**src/rtl/core/reeq_pkg.sv**
```systemverilog
// Shared types and constants for the rotary encoder event queue.
`default_nettype none
package reeq_pkg;

   localparam int QUEUE_DEPTH_DEFAULT = 16;

   localparam int CSR_INDEX_W = 8;
   localparam int CSR_DATA_W  = 16;

   localparam logic [CSR_INDEX_W-1:0] CSR_FILTER_MS    = CSR_INDEX_W'(0);
   localparam logic [CSR_INDEX_W-1:0] CSR_QUEUE_ENABLE = CSR_INDEX_W'(1);

   localparam logic [15:0] FILTER_MS_RESET    = 16'd20;
   localparam logic        QUEUE_ENABLE_RESET = 1'b1;

   localparam logic [1:0] OP_EDGE  = 2'd0;
   localparam logic [1:0] OP_POP   = 2'd1;
   localparam logic [1:0] OP_CLEAR = 2'd2;

   localparam logic [1:0] DIR_NONE = 2'd0;
   localparam logic [1:0] DIR_CW   = 2'd1;
   localparam logic [1:0] DIR_CCW  = 2'd2;

   typedef struct packed {
      logic [1:0]  operation;
      logic        phase_a_level;
      logic        phase_b_level;
      logic [31:0] time_ms;
   } req_payload_type;

   typedef struct packed {
      logic [1:0] direction;
      logic       edge_accepted;
      logic       overflow;
   } rsp_payload_type;

   typedef struct packed {
      logic [CSR_INDEX_W-1:0] index;
      logic [CSR_DATA_W-1:0]  data;
   } csr_payload_type;

   typedef enum logic {
      ST_IDLE,
      ST_EXEC
   } state_type;

endpackage
`default_nettype wire

```
**src/rtl/core/reeq_if.sv**
```systemverilog
// Valid/ready channel interfaces for requests, responses and register writes.
`default_nettype none
interface reeq_req_if;
   import reeq_pkg::*;
   logic            valid;
   logic            ready;
   req_payload_type payload;
   modport source (output valid, output payload, input ready);
   modport sink   (input valid, input payload, output ready);
endinterface

interface reeq_rsp_if;
   import reeq_pkg::*;
   logic            valid;
   logic            ready;
   rsp_payload_type payload;
   modport source (output valid, output payload, input ready);
   modport sink   (input valid, input payload, output ready);
endinterface

interface reeq_csr_if;
   import reeq_pkg::*;
   logic            valid;
   logic            ready;
   csr_payload_type payload;
   modport source (output valid, output payload, input ready);
   modport sink   (input valid, input payload, output ready);
endinterface
`default_nettype wire

```
**src/rtl/core/reeq_ram.sv**
```systemverilog
// Generic single-write, single-read RAM with registered read data.
`default_nettype none
module reeq_ram #(
   parameter int WIDTH = 2,
   parameter int DEPTH = 16
) (
   input  wire logic                     clock,
   input  wire logic                     wr_en,
   input  wire logic [$clog2(DEPTH)-1:0] wr_addr,
   input  wire logic [WIDTH-1:0]         wr_data,
   input  wire logic [$clog2(DEPTH)-1:0] rd_addr,
   output      logic [WIDTH-1:0]         rd_data
);

   logic [WIDTH-1:0] mem [DEPTH];

   always_ff @(posedge clock) begin
      if (wr_en) begin
         mem[wr_addr] <= wr_data;
      end
      rd_data <= mem[rd_addr];
   end

endmodule
`default_nettype wire

```
**src/rtl/core/rotary_encoder_event_queue_core.sv**
```systemverilog
// Rotary encoder direction decoder with a ring of queued direction events.
//
//   channel   dir   payload                                            accepted at
//   req_chan  in    operation, phase_a_level, phase_b_level, time_ms   valid & ready
//   rsp_chan  out   direction, edge_accepted, overflow                 valid & ready
//   csr_chan  in    index, data (filter_ms, queue_enable)              valid & ready
//
// For each item, the transfer cycle addresses the event RAM at the read pointer;
// the execute state then uses the registered read data and commits.
// The commit waits while the response register is full and not taken; a new
// request is still taken while a finished response waits.
// Synchronous reset clears pointers, last edge time, rsp valid; sets CSR defaults.
// Payload regs and the event RAM are not cleared. Register writes are always taken.
`default_nettype none
module rotary_encoder_event_queue_core #(
   parameter int QUEUE_DEPTH = reeq_pkg::QUEUE_DEPTH_DEFAULT
) (
   input wire logic clock,
   input wire logic reset,
   reeq_req_if.sink   req_chan,
   reeq_rsp_if.source rsp_chan,
   reeq_csr_if.sink   csr_chan
);
   import reeq_pkg::*;

   localparam int IDX_W = $clog2(QUEUE_DEPTH);
   localparam logic [IDX_W-1:0] IDX_LAST = IDX_W'(QUEUE_DEPTH - 1);

   state_type       state_ff, state_in;
   req_payload_type item_ff;
   logic [IDX_W-1:0] rd_idx_ff, rd_idx_in;
   logic [IDX_W-1:0] wr_idx_ff, wr_idx_in;
   logic [31:0]     last_time_ff, last_time_in;
   logic [15:0]     filter_ms_ff;
   logic            queue_enable_ff;
   logic            rsp_valid_ff, rsp_valid_in;
   rsp_payload_type rsp_data_ff, rsp_data_in;

   logic            req_xfer;
   logic            commit;
   logic            ram_we;
   logic [1:0]      ram_rd_data;
   logic [1:0]      edge_dir;
   logic [31:0]     elapsed;
   logic            pass;
   logic [IDX_W-1:0] wr_next;
   logic [IDX_W-1:0] rd_next;
   logic            full;
   logic            empty;

   function automatic logic [IDX_W-1:0] advance(input logic [IDX_W-1:0] idx);
      return (idx == IDX_LAST) ? '0 : idx + IDX_W'(1);
   endfunction

   reeq_ram #(
      .WIDTH(2),
      .DEPTH(QUEUE_DEPTH)
   ) u_ring (
      .clock  (clock),
      .wr_en  (ram_we),
      .wr_addr(wr_idx_ff),
      .wr_data(edge_dir),
      .rd_addr(rd_idx_ff),
      .rd_data(ram_rd_data)
   );

   assign csr_chan.ready   = 1'b1;
   assign rsp_chan.valid   = rsp_valid_ff;
   assign rsp_chan.payload = rsp_data_ff;
   assign req_xfer         = req_chan.valid & req_chan.ready;

   // Next state
   always_comb begin
      state_in = state_ff;
      case (state_ff)
         ST_IDLE: begin
            if (req_chan.valid) state_in = ST_EXEC;
         end
         ST_EXEC: begin
            if (!rsp_valid_ff || rsp_chan.ready) state_in = ST_IDLE;
         end
         default: state_in = ST_IDLE;
      endcase
   end

   // Handshake outputs
   always_comb begin
      req_chan.ready = 1'b0;
      commit         = 1'b0;
      case (state_ff)
         ST_IDLE: req_chan.ready = 1'b1;
         ST_EXEC: commit = !rsp_valid_ff || rsp_chan.ready;
         default: begin
            req_chan.ready = 1'b0;
            commit         = 1'b0;
         end
      endcase
   end

   // Item datapath
   always_comb begin
      elapsed  = item_ff.time_ms - last_time_ff;
      pass     = elapsed > {16'd0, filter_ms_ff};
      edge_dir = (item_ff.phase_a_level == item_ff.phase_b_level) ? DIR_CW : DIR_CCW;
      wr_next  = advance(wr_idx_ff);
      rd_next  = advance(rd_idx_ff);
      full     = wr_next == rd_idx_ff;
      empty    = rd_idx_ff == wr_idx_ff;

      ram_we       = 1'b0;
      rd_idx_in    = rd_idx_ff;
      wr_idx_in    = wr_idx_ff;
      last_time_in = last_time_ff;
      rsp_data_in  = '0;

      case (item_ff.operation)
         OP_EDGE: begin
            if (pass) begin
               last_time_in              = item_ff.time_ms;
               rsp_data_in.edge_accepted = 1'b1;
               rsp_data_in.direction     = edge_dir;
               if (queue_enable_ff) begin
                  if (full) begin
                     rsp_data_in.overflow = 1'b1;
                  end else begin
                     ram_we    = commit;
                     wr_idx_in = wr_next;
                  end
               end
            end
         end
         OP_POP: begin
            if (!empty) begin
               rsp_data_in.direction = ram_rd_data;
               rd_idx_in             = rd_next;
            end
         end
         OP_CLEAR: rd_idx_in = wr_idx_ff;
         default: rsp_data_in = '0;
      endcase

      rsp_valid_in = commit ? 1'b1 : (rsp_valid_ff && !rsp_chan.ready);
   end

   always_ff @(posedge clock) begin
      if (reset) begin
         state_ff        <= ST_IDLE;
         rd_idx_ff       <= '0;
         wr_idx_ff       <= '0;
         last_time_ff    <= '0;
         filter_ms_ff    <= FILTER_MS_RESET;
         queue_enable_ff <= QUEUE_ENABLE_RESET;
         rsp_valid_ff    <= 1'b0;
      end else begin
         state_ff     <= state_in;
         rsp_valid_ff <= rsp_valid_in;
         if (commit) begin
            rd_idx_ff    <= rd_idx_in;
            wr_idx_ff    <= wr_idx_in;
            last_time_ff <= last_time_in;
         end
         if (csr_chan.valid) begin
            case (csr_chan.payload.index)
               CSR_FILTER_MS:    filter_ms_ff    <= csr_chan.payload.data;
               CSR_QUEUE_ENABLE: queue_enable_ff <= csr_chan.payload.data[0];
               default: ;
            endcase
         end
      end
   end

   // Payload registers: no reset
   always_ff @(posedge clock) begin
      if (req_xfer) item_ff <= req_chan.payload;
      if (commit) rsp_data_ff <= rsp_data_in;
   end

   a_no_write_when_full: assert property (@(posedge clock) disable iff (reset)
      ram_we |-> (wr_next != rd_idx_ff))
      else $error("event written into a full ring");

   a_overflow_only_on_accept: assert property (@(posedge clock) disable iff (reset)
      (rsp_valid_ff && rsp_data_ff.overflow) |-> rsp_data_ff.edge_accepted)
      else $error("overflow flagged without an accepted edge");

   a_pop_returns_event: assert property (@(posedge clock) disable iff (reset)
      (commit && item_ff.operation == OP_POP && !empty)
         |=> (rsp_valid_ff && rsp_data_ff.direction != DIR_NONE))
      else $error("pop of a non-empty ring returned no direction");

   a_transfer_starts_exec: assert property (@(posedge clock) disable iff (reset)
      req_xfer |=> (state_ff == ST_EXEC))
      else $error("accepted request not executed");

endmodule
`default_nettype wire
```
**src/flat_wrapper.sv**
```systemverilog
// flat-port wrapper written by rule: the top's interface ports become plain ports
module rotary_encoder_event_queue_core_flat import reeq_pkg::*;
#(
   parameter int QUEUE_DEPTH = reeq_pkg::QUEUE_DEPTH_DEFAULT
)
  (clock, reset, req_chan_valid, req_chan_payload, req_chan_ready, rsp_chan_valid, rsp_chan_payload, rsp_chan_ready, csr_chan_valid, csr_chan_payload, csr_chan_ready);
  reeq_req_if req_chan_i ();
  reeq_rsp_if rsp_chan_i ();
  reeq_csr_if csr_chan_i ();
  input wire logic clock;
  input wire logic reset;
  input wire logic [$bits(req_chan_i.valid)-1:0] req_chan_valid;
  input wire logic [$bits(req_chan_i.payload)-1:0] req_chan_payload;
  output wire logic [$bits(req_chan_i.ready)-1:0] req_chan_ready;
  output wire logic [$bits(rsp_chan_i.valid)-1:0] rsp_chan_valid;
  output wire logic [$bits(rsp_chan_i.payload)-1:0] rsp_chan_payload;
  input wire logic [$bits(rsp_chan_i.ready)-1:0] rsp_chan_ready;
  input wire logic [$bits(csr_chan_i.valid)-1:0] csr_chan_valid;
  input wire logic [$bits(csr_chan_i.payload)-1:0] csr_chan_payload;
  output wire logic [$bits(csr_chan_i.ready)-1:0] csr_chan_ready;
  assign req_chan_i.valid = req_chan_valid;
  assign req_chan_i.payload = req_chan_payload;
  assign req_chan_ready = req_chan_i.ready;
  assign rsp_chan_valid = rsp_chan_i.valid;
  assign rsp_chan_payload = rsp_chan_i.payload;
  assign rsp_chan_i.ready = rsp_chan_ready;
  assign csr_chan_i.valid = csr_chan_valid;
  assign csr_chan_i.payload = csr_chan_payload;
  assign csr_chan_ready = csr_chan_i.ready;
  rotary_encoder_event_queue_core #(.QUEUE_DEPTH(QUEUE_DEPTH)) u_core (.clock(clock), .reset(reset), .req_chan(req_chan_i), .rsp_chan(rsp_chan_i), .csr_chan(csr_chan_i));
endmodule
```
**config.mk**
```make
export PLATFORM = sky130hd
export DESIGN_NAME = rotary_encoder_event_queue_core_flat
export DESIGN_NICKNAME = d
export VERILOG_FILES = /design/src/rtl/core/reeq_pkg.sv /design/src/rtl/core/reeq_if.sv /design/src/rtl/core/reeq_ram.sv /design/src/rtl/core/rotary_encoder_event_queue_core.sv /design/src/flat_wrapper.sv
export SDC_FILE = /design/constraint.sdc
export NUM_CORES = 1
export LEC_CHECK = 0
export ABC_AREA = 1
export BUFFER_PORTS_ARGS = -buffer_cell sky130_fd_sc_hd__buf_2
export CORE_MARGIN = 2
export CORE_UTILIZATION = 61
export CTS_CLUSTER_DIAMETER = 60
export DETAILED_ROUTE_END_ITERATION = 7
export PLACE_DENSITY = 0.89
export SLEW_MARGIN = 15
export SYNTH_ARGS = -nofsm -noshare
export SYNTH_HDL_FRONTEND = slang
export SYNTH_HIERARCHICAL = 1
export SYNTH_SLANG_ARGS = --single-unit
```
**constraint.sdc**
```tcl
create_clock -name clock -period 3.8 [get_ports clock]
set_input_delay 0.38 -clock clock [delete_from_list [all_inputs] [get_ports clock]]
set_output_delay 0.38 -clock clock [all_outputs]
set_load 0.01 [all_outputs]
```
Word level (Yosys, flattened, before mapping)
Memories as Yosys holds them, arrays and structs flattened. A register that Yosys moved wholly into a read port is not among the register bits.
Index checks and enable logic that the tools add are counted.

storage, ports and cells
  memory bits (writable) = 32
  input bits = 65
  output and inout port bits = 7
  word-level logic and storage cells = 66
  flip-flop bits (word level) = 99
  memories kept = 1

memories
  memory             words  width  rd ports  clocked after Yosys merged registers in  write ports  line            source
  u_core.u_ring.mem  16     2      1         1                                        1            reeq_ram.sv:15  logic [WIDTH-1:0] mem [DEPTH];

operators by class
  add/sub/neg operators = 3
  reductions and logical operators = 13
  bitwise gates (word level) = 3
  eq/ne operators = 9
  multiplexer cells = 22
  $lt $le $gt $ge = 1

operators by type and width
  cell                                           number
  greater-than comparator 32 x 16 -> 1 bit       1
  subtractor 32 bit                              1
  2-to-1 mux 4 bit                               4
  2-to-1 mux 1 bit                               13
  AND reduction 3 bit                            3
  adder 4 x 1 -> 4 bit, second input constant    2
  == test 4 bit                                  2
  == test 4 bit, second input constant           2
  == test 8 x 1 -> 1 bit, second input constant  1
  zero test 8 bit                                1
  one-hot mux 4 bit (2 select lines)             1
  AND reduction 5 bit                            1
  2-to-1 mux 2 bit                               2
  one-hot mux 2 bit (2 select lines)             1
  AND reduction 2 bit                            2
  == test 2 x 1 -> 1 bit, second input constant  1
  == test 2 bit, second input constant           1
  zero test 1 bit                                2
  zero test 2 bit                                1
  != test 2 bit, second input constant           1
  inverter 1 bit                                 2
  one-hot mux 1 bit (2 select lines)             1
  nonzero test 2 bit                             1
  AND 1 bit                                      1
  other kinds (3)                                3

Depth between registers and ports, before layout
  word-level depth = 9
  gate-level depth with buffers = 29
  mapped depth without buffers = 28

By module
The synthesis kept the hierarchy.

modules (own cells, without submodules)
  module                           cells an instance  times used  area an instance (um2)  sequential area each (um2)
  rotary_encoder_event_queue_core  996                1           6,840.3                 2,382.3
  reeq_ram                         159                1           1,531.5                 1,001.0

Least setup slack after synthesis
OpenSTA, ideal clock, no wires.

  kind = reg-to-reg
  start point = reg u_core/item_ff[5] in the netlist's numbering
  end point = mem u_core.u_ring.mem[12][0] (enable)
  setup slack = 0.413 ns
  setup time = 0.309 ns
  buffers on the path = 0
  cell stages (with the launch flop) = 26
  arrival time = 3.078 ns
  clock period less this slack = 3.387 ns
  cells stage by stage = edfxtp_1 ha_1 nand2_1 inv_2 a21oi_1 nand2_2 nand2_1 nand2_2 xor2_1 ha_1 nand2_1 nor2_1 nand3_1 nor2_1 nand2_1 nand3_1 nand2_1 nand3_1 nor2_1 nand2_1 nor2_2 nand2_4 nand4_2 inv_1 nand3_1 nor2_1

between the ends
  word-level cells in the longest chain between the ends = 6

RTL lines
  element                                   line                                    source
  start: declaration                        rotary_encoder_event_queue_core.sv:30   req_payload_type item_ff;
  start signal: assignment                  rotary_encoder_event_queue_core.sv:174  if (req_xfer) item_ff <= req_chan.payload;
  subtractor 32 bit                         rotary_encoder_event_queue_core.sv:102  elapsed = item_ff.time_ms - last_time_ff;
  greater-than comparator 32 x 16 -> 1 bit  rotary_encoder_event_queue_core.sv:103  pass = elapsed > {16'd0, filter_ms_ff};
  2-to-1 mux 1 bit                          rotary_encoder_event_queue_core.sv:118  if (pass) begin
  2-to-1 mux 1 bit                          rotary_encoder_event_queue_core.sv:116  case (item_ff.operation)
  named net u_core.ram_we                   rotary_encoder_event_queue_core.sv:41   logic ram_we;
  2-to-1 mux 1 bit                          reeq_ram.sv:18                          if (wr_en) begin
  2-to-1 mux 1 bit (not written as such)    reeq_ram.sv:19                          mem[wr_addr] <= wr_data;
  end: declaration                          reeq_ram.sv:15

The timed path passes the listed nets, and every way through them passes these cells.

Final worst setup path
  start point = reg u_core/item_ff[0] in the netlist's numbering
  end point = mem u_core.u_ring.mem[11][0] (enable)

The elaborated chain is that of the path after synthesis.

==> results_dict.tcl <==
set metrics [dict create \
    final_cell_area_mm2 0.00995 \
    hp-start "req_chan_payload[31]" \
    post_drt_wl_per_cell_um 15.2 \
    place_congestion 0.980 \
    area_delta_synth_final_pct 18.8 \
    crit_top_cell "nand2_1" \
    drcViolationCount 0 \
    viasPerCell 5.38 \
    cts_root_buf "clkbuf_16" \
    status "complete, but fails checks" \
    synth_top_area_frac 0.258 \
    drive_gt1_frac 0.185 \
    crit_arrival_ps 3970 \
    setup.worst_path.start_class "register" \
    grt_overflow 0 \
    reg2reg_from "u_core/item_ff[0]$_DFFE_PP_" \
    yosysTopAreaCell "edfxtp_1" \
    num_vias 7779 \
    ys_ff_latch 133 \
    fin_nets 1370 \
    grt_pass1_wl_um 33800 \
    p_leak_nw 4.80 \
    design.die.area_mm2 0.0147 \
    yosysSeqAreaShare 0.404 \
    ant_nets 0 \
    yosysWarnings 6 \
    power.density_mw_per_mm2 389 \
    drv_cap 0 \
    period_needed_ps 3850 \
    crit_type "reg2reg" \
    post-dp-hpwl_um 14900 \
    yosys.cell_count.top_type "nand2_1" \
    synth-edff-count 72 \
    wirelength_um 22000 \
    grt_setup_unrepaired "true" \
    reg2reg_depth 26 \
    cts_buffer_depth 2 \
    start_util 0.627 \
    netlist_top_cells_area "edfxtp_1 (26%), nand2_1 (16%), dfxtp_1 (15%)" \
    grt_usage 0.297 \
    setup_slack_ps -45.2 \
    rr_endpoint "u_core/u_ring/mem[11][0]$_DFFE_PP_" \
    fmax_mhz 260 \
    vdd_drop_max_mv 0.281 \
    worst-path-max-fanout 4 \
    clkTransAtPathRegs_ps 60 \
    ys_top_cells_by_count "nand2_1 (355), inv_1 (227), nand3_1 (91), nor2_1 (77), edfxtp_1 (72)" \
    dr.first_iter.drc_count 762 \
    grt_max_degree 37 \
    synthesis.nets 1270 \
    coreArea_mm2 0.0133 \
    worstMarginPinSlew_ps 886 \
    numClockSinks 133 \
    placed_cells 1391 \
    synth_cell_types 42 \
    post-route-period-util 1.01 \
    dr.pass1.iters 5 \
    skew_ps 11.3 \
    worstPathRequired_ps 3920 \
    hold_buffers 0 \
    synth_ff_type "edfxtp_1" \
    clk_latency_ps 430 \
    syn_area_per_cell_um2 7.25 \
    ys_async_sr_fraction 0 \
    portBuffers 70 \
    relSlewSlack 0.407 \
    whs_endpoint "u_core/item_ff[31]$_DFFE_PP_" \
    hold_viol 0 \
    cp-end-kind "register" \
    cts_buffers 17 \
    stdcell_count 1445 \
    top_level_ports 72 \
    critPathMaxStageDelay_ps 400 \
    slew_viol_final 0 \
    regToRegSetupSlack_ps -50 \
    failed_checks "setup timing" \
    syn-cell-area_mm2 0.00837 \
    cts_tree "yes" \
    critPathSlowestCell "fa_2" \
    min_path_cells 1 \
    setup_viol_count_final 2 \
    rows 42 \
    die_w_um 121 \
    antenna_found_initial 1 \
    netlist_instances 1155 \
    hold_path_class "in2reg" \
    die_height_um 121 \
    htree_num_levels 4 \
    placed_area_mm2 0.00892 \
    grt_pass1_vias 7347 \
]
==> layout by cell type, fill, tap and decap left out, types with 2 or more instances in the layout <==
cell | Yosys | routed
a21oi_1 | 59 | 57
a21oi_2 | 18 | 20
and2_1 | 4 | 4
buf_12 | 0 | 2
buf_2 | 4 | 70
buf_4 | 5 | 29
clkbuf_16 | 0 | 18
clkinv_2 | 0 | 3
clkinv_4 | 0 | 3
clkinvlp_4 | 0 | 2
dfxtp_1 | 61 | 61
edfxtp_1 | 72 | 72
ha_1 | 49 | 35
ha_4 | 0 | 13
inv_1 | 227 | 225
inv_2 | 8 | 9
inv_4 | 2 | 4
inv_6 | 0 | 3
nand2_1 | 355 | 344
nand2_2 | 18 | 27
nand2_4 | 1 | 3
nand3_1 | 91 | 89
nand3_2 | 3 | 5
nand3b_1 | 4 | 4
nand4_1 | 9 | 9
nor2_1 | 77 | 68
nor2_2 | 3 | 10
nor2_4 | 0 | 2
nor4_1 | 2 | 2
o211ai_1 | 2 | 2
o21ai_0 | 21 | 21
o21ai_1 | 6 | 6
o21bai_1 | 2 | 2
xnor2_1 | 4 | 4
xor2_1 | 22 | 20
xor2_2 | 0 | 2
==> stage by stage <==
stage / worst slack (ps) / TNS, ps / power (mW) / utilization / hold WS, ps
3_3_place_gp: 65.4 / 0 / 2.27 / 0.668 / 451
3_5_place_dp: -39.3 / -327 / 2.29 / 0.668 / 455
5_1_grt: -135 / -4980 / 4.05 / 0.745 / 103
4_1_cts: 0.825 / 0 / 3.81 / 0.722 / 108
2_1_floorplan: 413 / 0 / 2.10 / - / 435
6_report: -45.2 / -89.8 / 3.87 / 0.745 / 120
==> flip-flops by register name, summed over array words and instances, names as in the netlist <==
register,flops
u_core/item_ff,36
u_core/last_time_ff,32
u_core/u_ring/mem,32
u_core/filter_ms_ff,16
u_core/rd_idx_ff,4
u_core/rsp_chan.payload,4
u_core/wr_idx_ff,4
u_core/u_ring/rd_data,2
u_core/queue_enable_ff,1
u_core/rsp_chan.valid,1
u_core/state_ff,1
==> critical path, delay by kind of cell, from the launching register on <==
family                     cells  cell delay, ps
xor gates and xnor gates       1             100
adders and majority gates      3             920
buffers and inverters          3             240
DFF                            1             350
and+or+nand+nor               19            1940
==> worst max path at each step <==
stage	startpoint	depth (start not counted)	endpoint
finish	u_core/item_ff[0]$_DFFE_PP_	26	u_core/u_ring/mem[11][0]$_DFFE_PP_
global route	u_core/item_ff[0]$_DFFE_PP_	26	u_core/u_ring/mem[11][0]$_DFFE_PP_
CTS	u_core/item_ff[0]$_DFFE_PP_	26	u_core/u_ring/mem[11][0]$_DFFE_PP_
detailed placement	u_core/item_ff[0]$_DFFE_PP_	26	u_core/u_ring/mem[12][0]$_DFFE_PP_
global placement	u_core/item_ff[0]$_DFFE_PP_	26	u_core/u_ring/mem[15][0]$_DFFE_PP_
floorplan	u_core/item_ff[5]$_DFFE_PP_	25	u_core/u_ring/mem[12][0]$_DFFE_PP_
==> layer usage <==
layer	vias to the layer above	part of all wire	global-route usage
met1	3514	0.40	0.365
met5	-	0	0
met4	0	0.038	0.121
met3	85	0.085	0.0658
met2	363	0.48	0.506
li1	3817	-	-
==> layout make-up <==
type | instances | area, um2
timing repair buffer | 103 | 661
clock inverter | 13 | 100
antenna | 1 | 2.50
multi-input combinational | 763 | 4240
clock buffer | 19 | 443
tap | 176 | 220
inverter | 237 | 897
sequential | 133 | 3380
fill | 966 | 3400
==> where the power goes <==
group / internal (mW) / switching (mW)
Combinational: 0.284 / 0.469
Clock: 0.858 / 0.643
Sequential: 1.58 / 0.0416
Total: 2.72 / 1.15
==> what timing repair did <==
action                                  CTS  global route
buffers inserted                          2            17
gates cloned                              0             1
pin swaps                                 5            22
gates resized for setup                  19            31
endpoints found under the setup margin   20            69
==> logic make-up (layout without fill, tap and decap cells) <==
logic type / Yosys count / count (layout) / synth area share
AO/OA/AOI/OAI: 112 / 112 / 0.0773
XOR/XNOR: 26 / 26 / 0.0272
adder cells (fa/ha/maj): 50 / 50 / 0.0756
buffers and inverters: 259 / 372 / 0.124
flip-flops: 133 / 133 / 0.404
other: 1 / 2 / 0.000448
AND/OR/NAND/NOR: 574 / 574 / 0.291
(Power assumes the default switching activity.)
